--- src/hdl/dtsc_pkg.sv ---
package dtsc_pkg;

    localparam int TABLE_DEPTH  = 1024;
    localparam int RECORD_WIDTH = 16;
    localparam int ADDR_W       = (TABLE_DEPTH > 1) ? $clog2(TABLE_DEPTH) : 1;
    localparam int EPOCH_W      = 8;
    localparam int MODE_W       = 2;
    localparam int KEY_W        = 10;
    localparam int REC_PORT_W   = 16;
    localparam int STATUS_W     = 2;

    typedef enum logic [MODE_W-1:0] {
        MODE_STORE     = 2'd0,
        MODE_CHECK     = 2'd1,
        MODE_CHECK_REC = 2'd2
    } mode_t;

    typedef enum logic [STATUS_W-1:0] {
        STAT_MATCH   = 2'd0,
        STAT_MISSING = 2'd1,
        STAT_DIFFERS = 2'd2
    } status_t;

    typedef enum logic [1:0] {
        S_IDLE,
        S_CHECK,
        S_CLEAR
    } state_t;

    typedef struct packed {
        logic store_wr;
        logic check_rd;
        logic check_done;
        logic sweep_wr;
    } cmd_t;

    typedef struct packed {
        logic last;
        logic epoch_max;
        logic sweep_end;
    } stat_t;

endpackage

--- src/hdl/dtsc_ctrl.sv ---
module dtsc_ctrl
    import dtsc_pkg::*;
(
    input  logic              clk,
    input  logic              rst_n,
    input  logic              start,
    input  logic [MODE_W-1:0] mode,
    input  stat_t             st,
    output logic              busy,
    output cmd_t              cmd
);

    state_t state_reg;
    state_t state_next;
    logic   is_check;

    assign is_check = (mode == MODE_CHECK) || (mode == MODE_CHECK_REC);

    always_ff @(posedge clk or negedge rst_n)
    begin
        if (!rst_n)
        begin
            state_reg <= S_CLEAR;
        end
        else
        begin
            state_reg <= state_next;
        end
    end

    always_comb
    begin
        state_next = state_reg;
        unique case (state_reg)
            S_IDLE:
            begin
                if (start && is_check)
                begin
                    state_next = S_CHECK;
                end
            end
            S_CHECK:
            begin
                if (st.last && st.epoch_max)
                begin
                    state_next = S_CLEAR;
                end
                else
                begin
                    state_next = S_IDLE;
                end
            end
            S_CLEAR:
            begin
                if (st.sweep_end)
                begin
                    state_next = S_IDLE;
                end
            end
            default:
            begin
                state_next = S_IDLE;
            end
        endcase
    end

    always_comb
    begin
        cmd  = '0;
        busy = 1'b1;
        unique case (state_reg)
            S_IDLE:
            begin
                busy         = 1'b0;
                cmd.store_wr = start && (mode == MODE_STORE);
                cmd.check_rd = start && is_check;
            end
            S_CHECK:
            begin
                cmd.check_done = 1'b1;
            end
            S_CLEAR:
            begin
                cmd.sweep_wr = 1'b1;
            end
            default:
            begin
                busy = 1'b1;
            end
        endcase
    end

endmodule

--- config.mk ---
export PLATFORM = sky130hd
export DESIGN_NAME = dtsc_ctrl
export DESIGN_NICKNAME = d
export VERILOG_FILES = /design/src/hdl/dtsc_pkg.sv /design/src/hdl/dtsc_ctrl.sv
export SDC_FILE = /design/constraint.sdc
export NUM_CORES = 1
export LEC_CHECK = 0
export BUFFER_PORTS_ARGS = -buffer_cell sky130_fd_sc_hd__buf_2
export CELL_PAD_IN_SITES_DETAIL_PLACEMENT = 0
export CELL_PAD_IN_SITES_GLOBAL_PLACEMENT = 1
export CORE_AREA = 5 5 42 44
export DETAILED_ROUTE_END_ITERATION = 10
export DIE_AREA = 0 0 47 49
export HOLD_SLACK_MARGIN = 0.03
export PLACE_DENSITY_LB_ADDON = 0.1
export SYNTH_ARGS = -nofsm -noshare
export SYNTH_HDL_FRONTEND = slang
export SYNTH_SLANG_ARGS = --single-unit
--- constraint.sdc ---
create_clock -name clk -period 2.2 [get_ports clk]
set_input_delay 0.22 -clock clk [delete_from_list [all_inputs] [get_ports clk]]
set_output_delay 0.22 -clock clk [all_outputs]
set_load 0.02 [all_outputs]
# Word level (Yosys, flattened, before mapping)
# Index checks and enable logic that the tools add are counted.
[word_totals]
reg_bits = 2
input_bits = 8
out_inout_bits = 5
word_cells = 22
[op_classes]
eq_ne = 6
n_mux = 8
reduce_logical = 7
[ops]
columns = ["operator", "count"]
rows = [
  ["two-way mux 2 bit", 4],
  ["one-hot mux 2 bit (3 select lines)", 1],
  ["equality test 2 x 1 -> 1 bit, second input constant", 2],
  ["equality test 2 bit, second input constant", 2],
  ["logical NOT 2 bit", 2],
  ["inequality test 2 bit, second input constant", 2],
  ["logical AND 1 bit", 3],
  ["two-way mux 1 bit", 3],
  ["AND reduction 2 bit", 1],
  ["logical OR 1 bit", 1],
]

# Logic depth before layout (Yosys ltp)
# Gate-level depths: netlist (run 1).
[logic_depth]
depth_word = 5
ltp_mapped = 3
depth_no_buf = 3

# Worst setup path before layout (run 1)
# OpenSTA, ideal clock, no wires.
[synth_timing]
path_kind = "reg-to-reg"
from = "reg state_reg[1]"
to = "reg state_reg[1]"
setup_time_ns = 0.064
t_arrival_ns = 1.061
required_time_ns = 2.136
setup_slack_ns = 1.075
path_stages_with_launch = 3
n_path_buf = 0
synth_period_minus_slack_ns = 1.125
cell_sequence = "dfstp_2 nor2b_1 a32o_1"
[synth_via]
elab_chain_len = 3
elab_cells_between_ends = 7
classes_between = "4 x eq/ne; 1 x mux; 2 x reduce/logical"
[synth_rtl]
columns = ["element", "line_no", "rtl"]
rows = [
  ["start: declaration", "dtsc_ctrl.sv:13", "state_t state_reg;"],
  ["start signal: assignment", "dtsc_ctrl.sv:27", "state_reg <= state_next;"],
  ["equality test 2 bit or logical NOT 2 bit (tied branches)", "dtsc_ctrl.sv:34", "unique case (state_reg)"],
  ["inequality test 2 bit (no source line)", "-", ""],
  ["AND reduction 2 bit (no source line)", "-", ""],
]
# Several ways; a longest one is shown, not always the timed one.
# A chain may end at the register's enable or synchronous reset.

==> results.ini, run 1 <==
[worst_hold_path]
holdPathStages=2
min_to=state_reg[0]$_DFFE_PN0P_
min_from=start
hold_class=primary input to register

[power_and_ir_drop]
leakage_nw=0.1538
total_power_mw=0.1734
peakVddDrop_mv=0.1941
cellPowerDensity_nw_per_um2=721.9

[placed_design]
post-dp-hpwl_um=302.9
portBuffers=12
place_ws_ns=1.054
globalplace.congestion=0.6387

[timing]
finalCriticalPeriod_ns=1.368
fmax_ghz=0.7309
final.setup.tns_ns=0
hold_violations=0
grt_setup_unrepaired=false
holdWs_ns=0.2610
slew_violations=0
layout_setup_ws_ns=0.8318
skew_ns=0.006531
relSlewSlack_pct=84.95
max_slew.worst_pin.slew_ns=0.2249
setup_viol=0
period_share_pct=62.19

[floorplanning]
num_rows=14
core_area_um2=1401
dieArea_um2=2303
ios=13
dieHeight_um=49
start_util_pct=8.839
die_x_um=47

[drt]
wl_um=375
drc_errors=0
routedWlPerCell_um=7.979
via_count=158
drt_iter0_markers=1
ant_nets=0
drt_pass1_iterations=2
drt-vias-per-instance=3.362

[critical_path]
worstPathArrival_ns=1.15
r2r-start=state_reg[1]$_DFFE_PN1P_
required_ns=1.98
cp_max_fo=4
reg2reg_slack_ns=1.30
ff2ff_path_depth=2
worstSetupStartpointType=register
worstReg2RegEnd=state_reg[1]$_DFFE_PN1P_
endpoint_kind=output pin
crit_type=register to output pin

[synthesis]
syn_nets=23
synth_cell_types=8
synth_area_um2=123.9
synth_seq_area_share_pct=41.41
synth_area_leaders=dfstp_2, dfrtp_1, and3_1
ys_warn_count=0
synth_top_family_by_area=simple AND/OR/NAND/NOR gates
synth_simple_gate_area_share_pct=28.28
synth_seq_cells=2
post_synth_xor_area_fraction_pct=0
synthMuxAreaShare_pct=0
yosysTopAreaCell=dfstp_2
netlist_instances=14
synth_compound_area_share_pct=8.081
synth_adder_area_share_pct=10.10
synth_top_cell_area_share_pct=21.21
synth_area_per_cell_um2=8.848

[global_route]
antenna_found_initial=0
grt_pass1_vias=171
grt_max_degree=5
grt_pass1_wl_um=607
grt-ovfl-total=0
grtUsageTotal_pct=4.087

[clocking]
hold_buffers=1
clk_latency_ns=0.23
clock_sinks=2
cts_tree=done
cts_resized=0
cts_inserted_buffers=3
cts-htree-levels=1
path_clk_slew_ns=0.04
cts-root-buf=clkbuf_4
cts_buffer_depth=2
postCtsSetupRepairBufs=0

[finish]
multiInputGateArea_um2=57.56
final_cell_mix=buf_2, inv_1, and3_1, clkbuf_4, nor2b_1
area_growth_syn_to_layout_pct=93.94
largest_register_ffs=2
nets=41
fillers=174
seq_area_um2=51.30
antenna_cells=0
layout_commonest_cell=buf_2
drive_above_1_share_pct=51.61

[outcome]
status=finished clean

[job]
cap_viol_max_count=0

[per-stage QoR]
step                      instances  area [um^2]  util, %
after CTS                        47        240.2    17.14
after floorplan                  14        123.9        -
after global routing             47        240.2    17.14
after global placement           42        203.9    14.55
after detailed placement         42        203.9    14.55
final                            47        240.2    17.14
[cell type report]
cell class / instances / share of cell area [%]
inverter: 4 / 6.250
tap: 16 / 8.333
clock buffer: 4 / 10.94
timing repair buffer: 13 / 29.17
multi-input combinational: 8 / 23.96
sequential: 2 / 21.35
[how the worst max path moves through the flow]
| stage | end | slack (ns) | startpoint | depth (start not counted) |
|---|---|---|---|---|
| floorplan | state_reg[1]$_DFFE_PN1P_ | 1.08 | state_reg[1]$_DFFE_PN1P_ | 2 |
| global placement | cmd[2] | 1.06 | mode[0] | 5 |
| detailed placement | cmd[3] | 1.05 | state_reg[0]$_DFFE_PN0P_ | 3 |
| finish | cmd[3] | 0.83 | state_reg[1]$_DFFE_PN1P_ | 3 |
| CTS | cmd[3] | 0.80 | state_reg[0]$_DFFE_PN0P_ | 3 |
| global route | cmd[3] | 0.73 | state_reg[0]$_DFFE_PN0P_ | 3 |
[cell usage after synthesis]
| cell type | n |
|---|---|
| a32o_1 | 1 |
| and3_1 | 3 |
| dfrtp_1 | 1 |
| dfstp_2 | 1 |
| ha_1 | 1 |
| inv_1 | 4 |
| nor2_1 | 1 |
| nor2b_1 | 2 |
[layer usage]
layer  routed length (um)  GRT usage (%)
met1                  163          4.185
met2                  153          4.751
met3                   59          2.214
met4                    0          5.530
met5                    0              0
[kinds of logic (layout without fill, tap and decap cells)]
group	Yosys count	after routing
adders and majority gates	1	1
buffers and inverters	4	21
DFF	2	2
AOI/OAI and AO/OA	1	1
and+or+nand+nor	6	6
[critical path, stage by stage (launching register included)]
cell and delay [ns]:
dfstp_2 0.52, nor2_1 0.07, and3_1 0.18, buf_2 0.15
[power breakdown]
group          internal, mW  switching [mW]
sequential           0.0407         0.00169
clock                0.0676          0.0247
combinational        0.0169          0.0219
total                 0.125          0.0482
(Power assumes the default switching activity.)
==> inputs of run 2 (changes only) <==
Clock period 2.2 ns to 1.3 ns, I/O delays scaled along.
==> results.ini, run 2 (same netlist as run 1, synthesis figures left out) <==
[floorplanning]
dieHeight_um=49
core_area_um2=1401
start_util_pct=8.839
ios=13
die_x_um=47
num_rows=14
dieArea_um2=2303

[timing]
holdWs_ns=0.1747
hold_violations=0
setup_viol=0
max_slew.worst_pin.slew_ns=0.1628
relSlewSlack_pct=89.13
finalCriticalPeriod_ns=1.245
grt_setup_unrepaired=false
layout_setup_ws_ns=0.05485
skew_ns=0.003298
fmax_ghz=0.8031
slew_violations=0
period_share_pct=95.78
final.setup.tns_ns=0

[finish]
multiInputGateArea_um2=70.07
seq_area_um2=51.30
drive_above_1_share_pct=61.29
largest_register_ffs=2
antenna_cells=0
layout_commonest_cell=buf_2
area_growth_syn_to_layout_pct=116.2
fillers=168
final_area_um2=267.8
final_cell_mix=buf_2, inv_1, clkbuf_4
fin_util_pct=19.11
finalNonFillerCells=47
nets=41

[drt]
routedWlPerCell_um=8.702
via_count=152
route.met3.wl_um=67
drt_pass1_iterations=1
ant_nets=0
drt-vias-per-instance=3.234
wl_um=409
wl_met2_um=169
drt_iter0_markers=0
wl_met1_um=172
routed.top_layer=met3
drc_errors=0

[placed_design]
post-dp-hpwl_um=337.2
portBuffers=12
placed_cells=42
dpl_cell_area_um2=203.9
globalplace.congestion=0.6269
place_ws_ns=0.2478

[worst_hold_path]
hold_class=primary input to register

[job]
cap_viol_max_count=0

[critical_path]
worstSetupStartpointType=register
endpoint_kind=output pin
required_ns=1.17
crit_type=register to output pin
worstPathArrival_ns=1.12
cp_max_fo=4

[power_and_ir_drop]
leakage_nw=0.1537
cellPowerDensity_nw_per_um2=1143
peakVddDrop_mv=0.3708
total_power_mw=0.3060

[global_route]
grt_pass1_wl_um=724
grt-ovfl-total=0
antenna_found_initial=0
grt_max_degree=5
grtUsageTotal_pct=4.782
grt_pass1_vias=179

[clocking]
clk_latency_ns=0.23
cts-htree-levels=1
cts-root-buf=clkbuf_4
clock_sinks=2
cts_inserted_buffers=3
cts_buffer_depth=2
cts_tree=done
path_clk_slew_ns=0.03
postCtsSetupRepairBufs=0

[outcome]
status=finished clean

[run 2: final cells by class]
type	count	share of cell area (%)
timing repair buffer	13	31.78
clock buffer	4	9.813
inverter	4	5.607
tap	16	7.477
multi-input combinational	8	26.17
sequential	2	19.16
[run 2: final timing paths]
kind / startpoint / end / slack, ns / depth (start not counted)
max: state_reg[1]$_DFFE_PN1P_ / cmd[3] / 0.05 / 3
min: st[1] / state_reg[1]$_DFFE_PN1P_ / 0.17 / 2
max reg2reg: state_reg[1]$_DFFE_PN1P_ / state_reg[1]$_DFFE_PN1P_ / 0.37 / 2
min reg2reg: state_reg[0]$_DFFE_PN0P_ / state_reg[1]$_DFFE_PN1P_ / 0.66 / 2
max in group asynchronous: rst_n / state_reg[1]$_DFFE_PN1P_ / 0.90 / 2
min in group asynchronous: rst_n / state_reg[0]$_DFFE_PN0P_ / 0.21 / 2
[run 2: what timing repair did]
| action | CTS | global route |
|---|---|---|
| setup endpoints to repair | 1 | 3 |
| endpoints found under the hold margin | 2 | 0 |
| resized for setup | 2 | 6 |
| hold buffers | 1 | 0 |
| cloned | 0 | 0 |
[run 2: power breakdown]
| part | internal [mW] | switching, mW |
|---|---|---|
| Clock | 0.114 | 0.0396 |
| Combinational | 0.0392 | 0.0399 |
| Sequential | 0.0689 | 0.00405 |
| Total | 0.222 | 0.0836 |
[run 2: per-layer routing]
metal	vias up	global-route usage [%]
met5	-	0
met3	0	2.583
met2	11	5.882
met4	0	5.530
li1	78	-
met1	63	5.033
[run 2: worst max-delay path, stage by stage (launching register included)]
cell	delay, ns
dfstp_2	0.53
nor2_2	0.06
and3_4	0.18
buf_6	0.12
==> inputs of run 3 (changes only) <==
Settings changed: BUFFER_PORTS_ARGS -buffer_cell sky130_fd_sc_hd__buf_2 to not set, DONT_BUFFER_PORTS set to 1.
==> results.ini, run 3 (same netlist as run 1, synthesis figures left out) <==
[timing]
skew_ns=0.008571
fmax_ghz=0.8257
slew_violations=0
relSlewSlack_pct=85.94
holdWs_ns=0.07095
setup_viol=0
hold_violations=0
max_slew.worst_pin.slew_ns=0.2117
grt_setup_unrepaired=false
final.setup.tns_ns=0
period_share_pct=93.16
finalCriticalPeriod_ns=1.211

[clocking]
clock_sinks=2
cts-root-buf=clkbuf_4
cts_buffer_depth=2
cts_tree=done
path_clk_slew_ns=0.04
clk_latency_ns=0.23
cts-htree-levels=1
cts_inserted_buffers=3

[drt]
ant_nets=0
via_count=119
drc_errors=0
drt_iter0_markers=3
drt-vias-per-instance=3.216
routedWlPerCell_um=8.568
drt_pass1_iterations=2
wl_um=317

[floorplanning]
start_util_pct=8.839
dieHeight_um=49
die_x_um=47
num_rows=14
dieArea_um2=2303
core_area_um2=1401
ios=13

[critical_path]
crit_buf_inv=1
path_cells=nor2b_1 > buf_4
critPathSlowestCell=dfstp_2
crit_type=register to output pin
worstPathArrival_ns=1.08
required_ns=1.17
crit_family=flip-flops
critPathMaxStageDelay_ns=0.53
endpoint_kind=output pin
worstSetupStartpointType=register
cp_max_fo=3

[power_and_ir_drop]
cellPowerDensity_nw_per_um2=1409
power_frac_comb_pct=18.8
switchingPower_mw=0.07601
total_power_mw=0.2786
intPower_mw=0.2026
clkPwrFrac_pct=55.1
swShare_pct=27.28
pwr-share-seq_pct=26.1
leakage_nw=0.1120
peakVddDrop_mv=0.3449

[outcome]
status=finished clean

[finish]
finalNonFillerCells=37
layout_commonest_cell=inv_1
final_cell_mix=inv_1, and3_1, clkbuf_4
antenna_cells=0
drive_above_1_share_pct=33.33
nets=31
area_growth_syn_to_layout_pct=59.60
largest_register_ffs=2

[global_route]
grt_pass1_wl_um=538
grt_pass1_vias=145
grtUsageTotal_pct=3.803
antenna_found_initial=0
grt_max_degree=5
grt-ovfl-total=0

[placed_design]
portBuffers=0
placed_cells=32
globalplace.congestion=0.5926

[worst_hold_path]
hold_class=primary input to register

[job]
cap_viol_max_count=0

[run 3: cell count changes in the layout (fill, tap and decap cells not counted)]
cell    delta
buf_2      -9
and3_1     +2
and3_4     -2
buf_6      -2
buf_4      +1
[run 3: layout make-up]
class	count	area, um^2
Inverter	4	15.01
Fill cell	169	1204
Multi-Input combinational cell	8	60.06
Tap cell	16	20.02
Timing Repair Buffer	3	25.02
Sequential cell	2	51.30
Clock buffer	4	26.28
[run 3: metal layers]
layer / up-vias / routed length, um / track usage, %
li1: 58 / - / -
met1: 50 / 140 / 4.615
met2: 11 / 120 / 3.394
met3: 0 / 55 / 2.214
met4: 0 / 0 / 5.530
met5: - / 0 / 0
[run 3: power groups by stage]
stage / registers [mW] / clock network [mW] / logic [mW]
after floorplan: 0.0718 / 0 / 0.0371
after CTS: 0.0718 / 0.163 / 0.0533
after detailed placement: 0.0724 / 0 / 0.0498
after global routing: 0.0732 / 0.176 / 0.0600
final: 0.0726 / 0.154 / 0.0524
after global placement: 0.0725 / 0 / 0.0495
[run 3: path summary, 6_finish.rpt]
kind | startpoint | to | slack [ns] | cells past startpoint
setup reg to reg | state_reg[1]$_DFFE_PN1P_ | state_reg[1]$_DFFE_PN1P_ | 0.38 | 2
setup / recovery | state_reg[1]$_DFFE_PN1P_ | cmd[0] | 0.09 | 2
min in group asynchronous | rst_n | state_reg[0]$_DFFE_PN0P_ | 0.13 | 1
hold / removal | start | state_reg[0]$_DFFE_PN0P_ | 0.07 | 1
hold reg to reg | state_reg[0]$_DFFE_PN0P_ | state_reg[0]$_DFFE_PN0P_ | 0.65 | 2
max in group asynchronous | rst_n | state_reg[1]$_DFFE_PN1P_ | 0.96 | 1
[run 3: per-stage QoR]
step / utilization, % / instance area [um^2] / setup slack, ns
global route: 14.11 / 197.7 / 0.001734
detailed placement: 11.34 / 158.9 / 0.2886
CTS: 13.93 / 195.2 / 0.03517
finish: 14.11 / 197.7 / 0.08896
floorplan: - / 123.9 / 0.1753
global placement: 11.34 / 158.9 / 0.3019
[run 3: repair_timing]
action,in CTS,in global routing
gates resized for setup,0,1
setup endpoints to repair,0,2
endpoints found under the hold margin,2,0
buffers inserted,0,0
hold buffers,1,0
